==> config.mk <==
export PLATFORM = sky130hd
export DESIGN_NAME = neuron_dot_product_relu_top
export DESIGN_NICKNAME = d
export VERILOG_FILES = /design/src/sv/ndpr_pkg.sv /design/src/sv/neuron_dot_product_relu_top.sv
export SDC_FILE = /design/constraint.sdc
export NUM_CORES = 2
export LEC_CHECK = 0
export BUFFER_PORTS_ARGS = -buffer_cell sky130_fd_sc_hd__buf_2
export CAP_MARGIN = 20
export CORE_MARGIN = 1
export CORE_UTILIZATION = 45
export CTS_CLUSTER_SIZE = 40
export DETAILED_ROUTE_END_ITERATION = 10
export HOLD_SLACK_MARGIN = 0.06
export PLACE_DENSITY_LB_ADDON = 0.25
export SYNTH_ARGS = -nofsm -noshare
export SYNTH_HDL_FRONTEND = slang
export SYNTH_SLANG_ARGS = --single-unit
==> constraint.sdc <==
create_clock -name clock -period 10.3 [get_ports clock]
set_input_delay 1.03 -clock clock [delete_from_list [all_inputs] [get_ports clock]]
set_output_delay 1.03 -clock clock [all_outputs]
set_load 0.05 [all_outputs]
==> src/sv/ndpr_pkg.sv <==
// Package for the dense neuron dot product with ReLU.
// Holds the stream and register codes, field widths and default sizes.
// No dependencies.
package ndpr_pkg;

   localparam int MAX_INPUTS_DEFAULT = 256;

   localparam int VALUE_W  = 16;
   localparam int SLOT_W   = 8;
   localparam int PROD_W   = 32;
   localparam int ACC_W    = 48;
   localparam int OUT_W    = 32;
   localparam int LEN_W    = 9;
   localparam int CSR_AW   = 2;
   localparam int CSR_DW   = 32;

   localparam int REQ_DATA_W = 24;
   localparam int RSP_DATA_W = 32;

   // req_tuser kind codes
   localparam logic OP_WEIGHT  = 1'b0;
   localparam logic OP_ELEMENT = 1'b1;

   // register indexes
   localparam logic [CSR_AW-1:0] CSR_BIAS = 2'd0;
   localparam logic [CSR_AW-1:0] CSR_RELU = 2'd1;
   localparam logic [CSR_AW-1:0] CSR_LEN  = 2'd2;

   // status codes
   localparam logic STATUS_OK      = 1'b0;
   localparam logic STATUS_LEN_ERR = 1'b1;

   localparam logic [LEN_W-1:0] ROW_LENGTH_RESET = 9'd256;

   localparam logic signed [ACC_W-1:0] ACC_MAX = {1'b0, {(ACC_W-1){1'b1}}};
   localparam logic signed [ACC_W-1:0] ACC_MIN = {1'b1, {(ACC_W-1){1'b0}}};
   localparam logic signed [OUT_W-1:0] OUT_MAX = {1'b0, {(OUT_W-1){1'b1}}};
   localparam logic signed [OUT_W-1:0] OUT_MIN = {1'b1, {(OUT_W-1){1'b0}}};

endpackage

==> src/sv/neuron_dot_product_relu_top.sv <==
// Dense neuron: streamed row dot product with a stored weight vector, bias, ReLU.
// Depends on ndpr_pkg.
//
//  channel  dir  handshake            payload
//  -------  ---  -------------------  ----------------------------------------------
//  req_     in   tvalid/tready        tdata: weight_slot[7:0], value[23:8]
//                                     tuser: operation   tlast: last_in_row
//  rsp_     out  tvalid/tready        tdata: neuron_output[31:0]  tuser: status
//  csr_     in   we (no handshake)    addr: register index, wdata: register value
//
// One transaction per cycle is taken while req_tready is high, weight writes and row elements alike.
// The weight store is a single-port synchronous memory read once per element;
// a row's result moves through stage 1, stage 2, the finishing stage and the response register.
// Reset is synchronous; it clears counters, flags, the accumulator and the configuration registers, not the store.
// Stages only stall behind a result that cannot move on; with rsp_tready held
// high the input is never stalled.
module neuron_dot_product_relu_top
   import ndpr_pkg::*;
#(
   parameter int MAX_INPUTS = MAX_INPUTS_DEFAULT
) (
   input  logic                   clock,
   input  logic                   reset,
   // request stream
   input  logic                   req_tvalid,
   output logic                   req_tready,
   input  logic [REQ_DATA_W-1:0]  req_tdata,   // weight_slot[7:0], value[23:8]
   input  logic                   req_tuser,   // operation
   input  logic                   req_tlast,
   // response stream
   output logic                   rsp_tvalid,
   input  logic                   rsp_tready,
   output logic [RSP_DATA_W-1:0]  rsp_tdata,   // neuron_output[31:0]
   output logic                   rsp_tuser,   // status
   // register writes
   input  logic                   csr_we,
   input  logic [CSR_AW-1:0]      csr_addr,
   input  logic [CSR_DW-1:0]      csr_wdata
);

   // address and count widths follow the store depth
   localparam int AW = (MAX_INPUTS > 1) ? $clog2(MAX_INPUTS) : 1;
   localparam int CW = $clog2(MAX_INPUTS + 1);

   // ---------------------------------------------------------------
   // configuration registers
   // ---------------------------------------------------------------
   logic signed [OUT_W-1:0] bias_ff;
   logic                    relu_ff;
   logic [LEN_W-1:0]        row_len_ff;

   always_ff @(posedge clock) begin
      if (reset) begin
         bias_ff    <= '0;
         relu_ff    <= 1'b0;
         row_len_ff <= ROW_LENGTH_RESET;
      end else if (csr_we) begin
         case (csr_addr)
            CSR_BIAS: bias_ff    <= csr_wdata[OUT_W-1:0];
            CSR_RELU: relu_ff    <= csr_wdata[0];
            CSR_LEN:  row_len_ff <= csr_wdata[LEN_W-1:0];
            default: ;
         endcase
      end
   end

   // a configured length above the store depth acts as the depth
   logic [CW-1:0] eff_len;
   assign eff_len = (32'(row_len_ff) > MAX_INPUTS) ? CW'(MAX_INPUTS) : CW'(row_len_ff);

   // ---------------------------------------------------------------
   // request field split
   // ---------------------------------------------------------------
   logic [SLOT_W-1:0]         req_slot;
   logic signed [VALUE_W-1:0] req_value;
   logic                      req_fire;
   logic                      wr_fire;
   logic                      elem_fire;

   assign req_slot  = req_tdata[SLOT_W-1:0];
   assign req_value = req_tdata[SLOT_W +: VALUE_W];
   assign req_fire  = req_tvalid && req_tready;
   assign wr_fire   = req_fire && (req_tuser == OP_WEIGHT);
   assign elem_fire = req_fire && (req_tuser == OP_ELEMENT);

   // ---------------------------------------------------------------
   // elastic stage enables, from the output back
   // ---------------------------------------------------------------
   logic rsp_tvalid_ff;
   logic fin_valid_ff;
   logic v1_ff, v2_ff;
   logic last2_ff;
   logic rsp_free;
   logic fin_en;
   logic en2;
   logic en1;

   assign rsp_free   = !rsp_tvalid_ff || rsp_tready;
   assign fin_en     = !fin_valid_ff || rsp_free;
   // only a row end needs room in the finishing stage
   assign en2        = !v2_ff || !last2_ff || fin_en;
   assign en1        = !v1_ff || en2;
   assign req_tready = en1;

   // ---------------------------------------------------------------
   // row bookkeeping at accept time
   // ---------------------------------------------------------------
   logic [CW-1:0] count_ff, count_in;
   logic          len_err_ff, len_err_in;
   logic          in_range;
   logic          err_sticky;
   logic          row_err;

   assign in_range   = (count_ff < eff_len);
   assign err_sticky = len_err_ff || !in_range;
   assign row_err    = err_sticky || (count_in != eff_len);

   always_comb begin
      count_in = in_range ? count_ff + CW'(1) : count_ff;
   end

   always_comb begin
      len_err_in = err_sticky;
   end

   always_ff @(posedge clock) begin
      if (reset) begin
         count_ff   <= '0;
         len_err_ff <= 1'b0;
      end else if (elem_fire) begin
         if (req_tlast) begin
            count_ff   <= '0;
            len_err_ff <= 1'b0;
         end else begin
            count_ff   <= count_in;
            len_err_ff <= len_err_in;
         end
      end
   end

   // ---------------------------------------------------------------
   // weight store: one port, write on weight transactions, read on elements
   // ---------------------------------------------------------------
   logic [VALUE_W-1:0] weight_mem [MAX_INPUTS];
   logic [VALUE_W-1:0] weight_rd_ff;
   logic               slot_ok;

   assign slot_ok = (32'(req_slot) < MAX_INPUTS);

   always_ff @(posedge clock) begin
      if (wr_fire && slot_ok) begin
         weight_mem[AW'(req_slot)] <= req_value;
      end
      if (elem_fire) begin
         weight_rd_ff <= weight_mem[count_ff[AW-1:0]];
      end
   end

   // ---------------------------------------------------------------
   // stage 1: element value, weight read data
   // ---------------------------------------------------------------
   logic signed [VALUE_W-1:0] value1_ff;
   logic                      mac1_ff, last1_ff, err1_ff;

   always_ff @(posedge clock) begin
      if (reset) begin
         v1_ff <= 1'b0;
      end else if (en1) begin
         v1_ff <= elem_fire;
      end
   end

   always_ff @(posedge clock) begin
      if (elem_fire) begin
         value1_ff <= req_value;
         mac1_ff   <= in_range;
         last1_ff  <= req_tlast;
         err1_ff   <= row_err;
      end
   end

   // ---------------------------------------------------------------
   // stage 2: product
   // ---------------------------------------------------------------
   logic signed [PROD_W-1:0] prod_in, prod2_ff;
   logic                     mac2_ff, err2_ff;

   assign prod_in = value1_ff * $signed(weight_rd_ff);

   always_ff @(posedge clock) begin
      if (reset) begin
         v2_ff <= 1'b0;
      end else if (en2) begin
         v2_ff <= v1_ff;
      end
   end

   always_ff @(posedge clock) begin
      if (en2 && v1_ff) begin
         prod2_ff <= mac1_ff ? prod_in : '0;
         mac2_ff  <= mac1_ff;
         last2_ff <= last1_ff;
         err2_ff  <= err1_ff;
      end
   end

   // ---------------------------------------------------------------
   // stage 3: saturating accumulate, hand off the row total on last
   // ---------------------------------------------------------------
   logic signed [ACC_W-1:0] acc_ff, acc_in;
   logic signed [ACC_W:0]   acc_sum;
   logic signed [ACC_W-1:0] fin_acc_ff;
   logic                    fin_err_ff;
   logic                    s2_fire;

   assign s2_fire = v2_ff && en2;
   assign acc_sum = {acc_ff[ACC_W-1], acc_ff} + {{(ACC_W+1-PROD_W){prod2_ff[PROD_W-1]}}, prod2_ff};

   always_comb begin
      if (!mac2_ff) begin
         acc_in = acc_ff;
      end else if (acc_sum[ACC_W] != acc_sum[ACC_W-1]) begin
         acc_in = acc_sum[ACC_W] ? ACC_MIN : ACC_MAX;
      end else begin
         acc_in = acc_sum[ACC_W-1:0];
      end
   end

   always_ff @(posedge clock) begin
      if (reset) begin
         acc_ff       <= '0;
         fin_valid_ff <= 1'b0;
      end else begin
         if (s2_fire) begin
            acc_ff <= last2_ff ? '0 : acc_in;
         end
         if (fin_en) begin
            fin_valid_ff <= s2_fire && last2_ff;
         end
      end
   end

   always_ff @(posedge clock) begin
      if (s2_fire && last2_ff) begin
         fin_acc_ff <= acc_in;
         fin_err_ff <= err2_ff;
      end
   end

   // ---------------------------------------------------------------
   // stage 4: bias, ReLU, zero on a length error, 32-bit saturation into the response register
   // ---------------------------------------------------------------
   logic signed [ACC_W:0]   fin_sum;
   logic signed [OUT_W-1:0] out_in;
   logic [RSP_DATA_W-1:0]   rsp_tdata_ff;
   logic                    rsp_tuser_ff;

   assign fin_sum = {fin_acc_ff[ACC_W-1], fin_acc_ff}
                  + {{(ACC_W+1-OUT_W){bias_ff[OUT_W-1]}}, bias_ff};

   always_comb begin
      if (fin_err_ff) begin
         out_in = '0;
      end else if (relu_ff && fin_sum[ACC_W]) begin
         out_in = '0;
      end else if (!(&fin_sum[ACC_W:OUT_W-1]) && (|fin_sum[ACC_W:OUT_W-1])) begin
         out_in = fin_sum[ACC_W] ? OUT_MIN : OUT_MAX;
      end else begin
         out_in = fin_sum[OUT_W-1:0];
      end
   end

   always_ff @(posedge clock) begin
      if (reset) begin
         rsp_tvalid_ff <= 1'b0;
      end else if (rsp_free) begin
         rsp_tvalid_ff <= fin_valid_ff;
      end
   end

   always_ff @(posedge clock) begin
      if (rsp_free && fin_valid_ff) begin
         rsp_tdata_ff <= out_in;
         rsp_tuser_ff <= fin_err_ff ? STATUS_LEN_ERR : STATUS_OK;
      end
   end

   assign rsp_tvalid = rsp_tvalid_ff;
   assign rsp_tdata  = rsp_tdata_ff;
   assign rsp_tuser  = rsp_tuser_ff;

endmodule

Word-level counts from Yosys, hierarchy flattened

Memory sizes are Yosys's and may differ from the RTL's. A register that Yosys moved wholly into a read port is not among the register bits.
Index checks and enable logic that the tools add are counted.

Memories kept: 1
Flip-flop bits (word level): 240
Logic and storage cells: 77
Output and inout bits: 35
RAM bits: 4096

Memories:

| name       | words | bits a word | rd ports | clocked after Yosys merged registers in | wr ports | line                               | RTL |
|---|---|---|---|---|---|---|---|
| weight_mem | 256   | 16          | 1        | 1                                       | 1        | neuron_dot_product_relu_top.sv:144 | `logic [VALUE_W-1:0] weight_mem [MAX_INPUTS];` |

Equality and inequality tests: 4
Bitwise logic cells: 1
Multiplexer cells: 13
$lt $le $gt $ge: 2
Reductions and logical operators: 30
Add/sub/neg operators: 3
Multipliers: 1

Operators by type and width:

| kind                | count |
|---|---|
| $mux 48             | 4 |
| $add 48x32->49      | 2 |
| $mux 32             | 2 |
| $mul 16x16->32      | 1 |
| $mux 9              | 3 |
| $reduce_and 18->1   | 1 |
| $reduce_or 18->1    | 1 |
| $add 9x1->9 const B | 1 |
| $gt 9x9->1 const B  | 1 |
| $logic_and 1x1->1   | 9 |
| $lt 9x9->1          | 1 |
| $ne 9x9->1          | 1 |
| $logic_not 1->1     | 7 |
| $logic_or 1x1->1    | 7 |
| $reduce_and 2->1    | 3 |
| $mux 1              | 4 |
| $eq 2x1->1 const B  | 1 |
| $eq 2x2->1 const B  | 1 |
| $logic_not 2->1     | 1 |
| $reduce_or 2->1     | 1 |
| $ne 1x1->1          | 1 |
| $not 1->1           | 1 |

Depth between registers and ports, before layout

Depth after elaboration: 9
Gate-level depth with buffers: 25

Least setup slack after synthesis

OpenSTA, ideal clock, no wires.

Path type: flip-flop to flip-flop
From: register value1_ff[15]
To: register prod2_ff[31], data pin
Buffers on the path: 1
Setup time: 0.255 ns
Setup slack: 3.876 ns
Data required time: 10.045 ns
Clock period less this slack: 6.424 ns
Arrival time: 6.169 ns
Stages on the path, launching flop included: 22
Cell sequence: edfxtp_1 clkbuf_1 nand2_1 inv_1 fa_1 fa_1 fa_1 fa_1 fa_1 inv_1 fa_1 inv_1 ha_1 a21o_1 a21o_1 or3b_2 o21ai_0 nor3_1 o31ai_1 a21oi_1 xnor2_1 and2_1

Cells in the longest elaborated chain, start to end: 1

Ends and longest elaborated chain:

| what                   | line                               | RTL |
|---|---|---|
| from (decl)            | neuron_dot_product_relu_top.sv:162 | `logic signed [VALUE_W-1:0] value1_ff;` |
| from (signal assigned) | neuron_dot_product_relu_top.sv:175 | `value1_ff <= req_value;` |
| $mul 16x16->32         | neuron_dot_product_relu_top.sv:188 | `assign prod_in = value1_ff * $signed(weight_rd_ff);` |
| to (signal assigned)   | neuron_dot_product_relu_top.sv:200 | `prod2_ff <= mac1_ff ? prod_in : '0;` |
| to (decl)              | neuron_dot_product_relu_top.sv:185 | `logic signed [PROD_W-1:0] prod_in, prod2_ff;` |

No other way between the ends.
A chain may end at the register's enable or synchronous reset.

Worst setup path after layout

From: register value1_ff[10]
To: register prod2_ff[31], data pin

The elaborated chain is that of the path after synthesis.

==> impl_metrics.sql <==
INSERT INTO impl_metrics (metric_group, metric, value, unit) VALUES
('routing', 'tritonroute_pass_1_iters', '5', ''),
('routing', 'uppermost_layer_routed', 'met5', ''),
('global_routing', 'via_count_of_the_first_global_routing_pass', '90999', ''),
('global_routing', 'number_of_antenna_violations_at_the_first_check_in_global_routing', '28', ''),
('setup_path', 'timing.critical_path.max_delay_family', 'adder cells', ''),
('die', 'die_span_y', '638', 'microns'),
('synthesis', 'synth_ff_type', 'sky130_fd_sc_hd__edfxtp_1', ''),
('synthesis', 'synth-compound-area-share', '0.0228', ''),
('setup_path', 'kind_of_start_point_of_the_critical_path', 'flop', ''),
('sta', 'timing.final.setup_violations', '0', ''),
('die', 'number_of_top_level_design_ports', '100', ''),
('routing', 'num_vias', '89324', ''),
('cts', 'post-cts-setup-buffers', '0', ''),
('cts', 'cts.hold.buffers_added', '0', ''),
('cts', 'tritoncts', 'built', ''),
('placement', 'finalWeightedCongestion', '0.870', ''),
('setup_path', 'worst_ep_arrival_time', '7.82', 'ns'),
('global_routing', 'grt_max_degree', '190', ''),
('sta', 'period_needed', '7.12', 'ns'),
('sta', 'finalHoldWorstSlack', '0.319', 'ns'),
('pwr', 'p_per_area', '207', 'mW/mm^2'),
('sta', 'timing.slew.headroom', '0.179', ''),
('cts', 'cts.htree.levels', '5', ''),
('synthesis', 'yosys_warnings', '0', ''),
('sta', 'number_of_max_slew_violations_in_the_final_report', '0', ''),
('die', 'start_util', '0.452', ''),
('synthesis', 'synth_top_cells_by_count', 'sky130_fd_sc_hd__edfxtp_1 (4248), sky130_fd_sc_hd__mux4_2 (1358), sky130_fd_sc_hd__nor2_1 (445)', ''),
('pwr', 'cellLeakagePower', '64.1', 'nW'),
('sta', 'total_neg_setup_slack', '0', 'ns'),
('cts', 'cts.root.buffer_cell', 'sky130_fd_sc_hd__clkbuf_16', ''),
('pwr', 'pwr-share-clk', '0.354', ''),
('placement', 'post-dp-hpwl', '281000', 'microns'),
('setup_path', 'cp.buffers_inverters', '4', ''),
('sta', 'finClkSkew', '0.0808', 'ns'),
('routing', 'postRouteAntennaNets', '0', ''),
('synthesis', 'synthMostInstantiatedCell', 'sky130_fd_sc_hd__edfxtp_1', ''),
('synthesis', 'syn-mean-instance-area', '20.3', 'sq um'),
('routing', 'finalWirelength', '453000', 'microns'),
('worst_hold_path', 'hold_path_class', 'in -> reg', ''),
('pwr', 'swShare', '0.259', ''),
('synthesis', 'synth-simple-area-share', '0.0290', ''),
('status', 'run_status', 'completed', ''),
('routing', 'routed-wl-met2', '222000', 'microns'),
('synthesis', 'post_synth_xor_area_fraction', '0.00630', ''),
('setup_path', 'crit_type', 'reg -> reg', ''),
('cts', 'cts_num_sinks', '4352', ''),
('global_routing', 'grt.overflow.total', '0', ''),
('pwr', 'power_frac_seq', '0.471', ''),
('setup_path', 'critPathMostFrequentCell', 'sky130_fd_sc_hd__fa_1', ''),
('synthesis', 'post_synth_fa_ha_maj_area_fraction', '0.0424', ''),
('cts', 'cts_max_path_buffers', '4', ''),
('synthesis', 'muxShareOfSynthArea', '0.170', ''),
('cells_and_area', 'final_nets', '9914', ''),
('setup_path', 'critical-path-slowest-cell', 'sky130_fd_sc_hd__edfxtp_1', ''),
('cells_and_area', 'post_route_cells_drive_above_1_share', '0.261', ''),
('sta', 'timing.final.hold_violations', '0', ''),
('placement', 'place.port_buffers', '99', ''),
('cells_and_area', 'synthToLayoutAreaGrowth', '12.2', '%'),
('pwr', 'switching_power', '10.9', 'mW'),
('sta', 'unrepaired_setup_endpoints_after_global_routing', 'no', ''),
('synthesis', 'synth.cell_area', '0.182', 'sq mm'),
('sta', 'period_share', '0.691', ''),
('global_routing', 'grt_first_pass_wirelength', '654000', 'microns'),
('job', 'drv.max_cap_violation_count', '0', ''),
('cts', 'number_of_cells_upsized_or_downsized_after_cts', '0', ''),
('setup_path', 'critPathMaxFanout', '16', ''),
('die', 'die_width', '638', 'microns'),
('synthesis', 'post-synth-top-area-cell', 'sky130_fd_sc_hd__edfxtp_1', ''),
('synthesis', 'synth.net_count', '9473', ''),
('routing', 'met3_wirelength', '29400', 'microns'),
('die', 'core_region_area', '0.403', 'sq mm');
layout by cell type (no fill, tap or decap), types with 35 or more instances in the layout:
master                      count
sky130_fd_sc_hd__a21oi_1      195
sky130_fd_sc_hd__edfxtp_1    4248
sky130_fd_sc_hd__nand4_1       35
sky130_fd_sc_hd__nand2_1      340
sky130_fd_sc_hd__mux4_2      1358
sky130_fd_sc_hd__clkbuf_1     107
sky130_fd_sc_hd__ha_1         187
sky130_fd_sc_hd__clkinv_2      80
sky130_fd_sc_hd__fa_1         264
sky130_fd_sc_hd__a21o_1        74
sky130_fd_sc_hd__nand3_1       35
sky130_fd_sc_hd__o21ai_0      122
sky130_fd_sc_hd__xnor2_1       87
sky130_fd_sc_hd__xor2_1        44
sky130_fd_sc_hd__nor2_2        51
sky130_fd_sc_hd__o21ai_1       45
sky130_fd_sc_hd__dfxtp_1       98
sky130_fd_sc_hd__nor2_1       394
sky130_fd_sc_hd__inv_1        344
sky130_fd_sc_hd__clkbuf_16    437
sky130_fd_sc_hd__buf_4        335
sky130_fd_sc_hd__and2_1       155
sky130_fd_sc_hd__buf_2         83
sky130_fd_sc_hd__clkinv_1     102
flip-flops by register name, indices dropped and copies added, names as in the netlist, 9 cells and up:
register,flops
weight_mem,4096
count_ff,9
fin_acc_ff,48
acc_ff,48
prod2_ff,32
weight_rd_ff,16
bias_ff,32
row_len_ff,9
value1_ff,16
rsp_tdata,32
cell type report:
class	count	area, sq um
fill	31638	198000
clock inverter	244	1950
antenna	19	47.5
multi-input combinational	3798	49400
timing repair buffer	466	3790
tap	5405	6760
clock buffer	547	11400
sequential	4352	130000
inverter	346	1300
worst paths after layout:
kind | start | endpoint | slack, ns | cells after the start
worst min-delay path | csr_wdata[12] | bias_ff[12] | 0.32 | 3
worst max register to register | value1_ff[10] | prod2_ff[31] | 3.18 | 23
worst min register to register | last1_ff | last2_ff | 0.36 | 0
worst max-delay path | value1_ff[10] | prod2_ff[31] | 3.18 | 23
tightest hold or removal path: stages:
cell                      delay, ns
sky130_fd_sc_hd__buf_2         0.09
sky130_fd_sc_hd__nand2_1       0.04
sky130_fd_sc_hd__a21oi_1       0.05
power by group through the flow:
stage | sequential (mW) | clock (mW) | combinational (mW)
floorplan | 20.2 | 0 | 5.31
global placement | 20.3 | 0 | 7.34
detailed placement | 20.3 | 0 | 7.47
CTS | 19.9 | 15.2 | 7.52
global route | 19.9 | 15.9 | 8.23
finish | 19.9 | 15.0 | 7.39
through the flow:
step | cell area [sq um] | instances | utilization | setup WS (ns)
after global placement | 191000 | 14353 | 0.473 | 3.18
final | 204000 | 15177 | 0.507 | 3.18
after detailed placement | 191000 | 14362 | 0.474 | 3.11
after CTS | 204000 | 15153 | 0.507 | 3.13
after floorplan | 182000 | 8957 | - | 3.88
after global routing | 204000 | 15159 | 0.507 | 2.79
per-layer routing:
metal,vias up,track usage
met5,-,0
met4,8,0.0647
met3,626,0.0304
met2,3317,0.362
met1,48115,0.312
li1,37258,-
logic make-up (layout without fill, tap and decap cells):
group / after synthesis / after routing
mux: 1385 / 1385
flops: 4352 / 4352
other cells: 0 / 19
compound gates: 659 / 659
fa+ha+maj: 460 / 460
simple gates: 1163 / 1163
buf+inv: 807 / 1603
xor+xnor: 131 / 131
(Power assumes the default switching activity.)
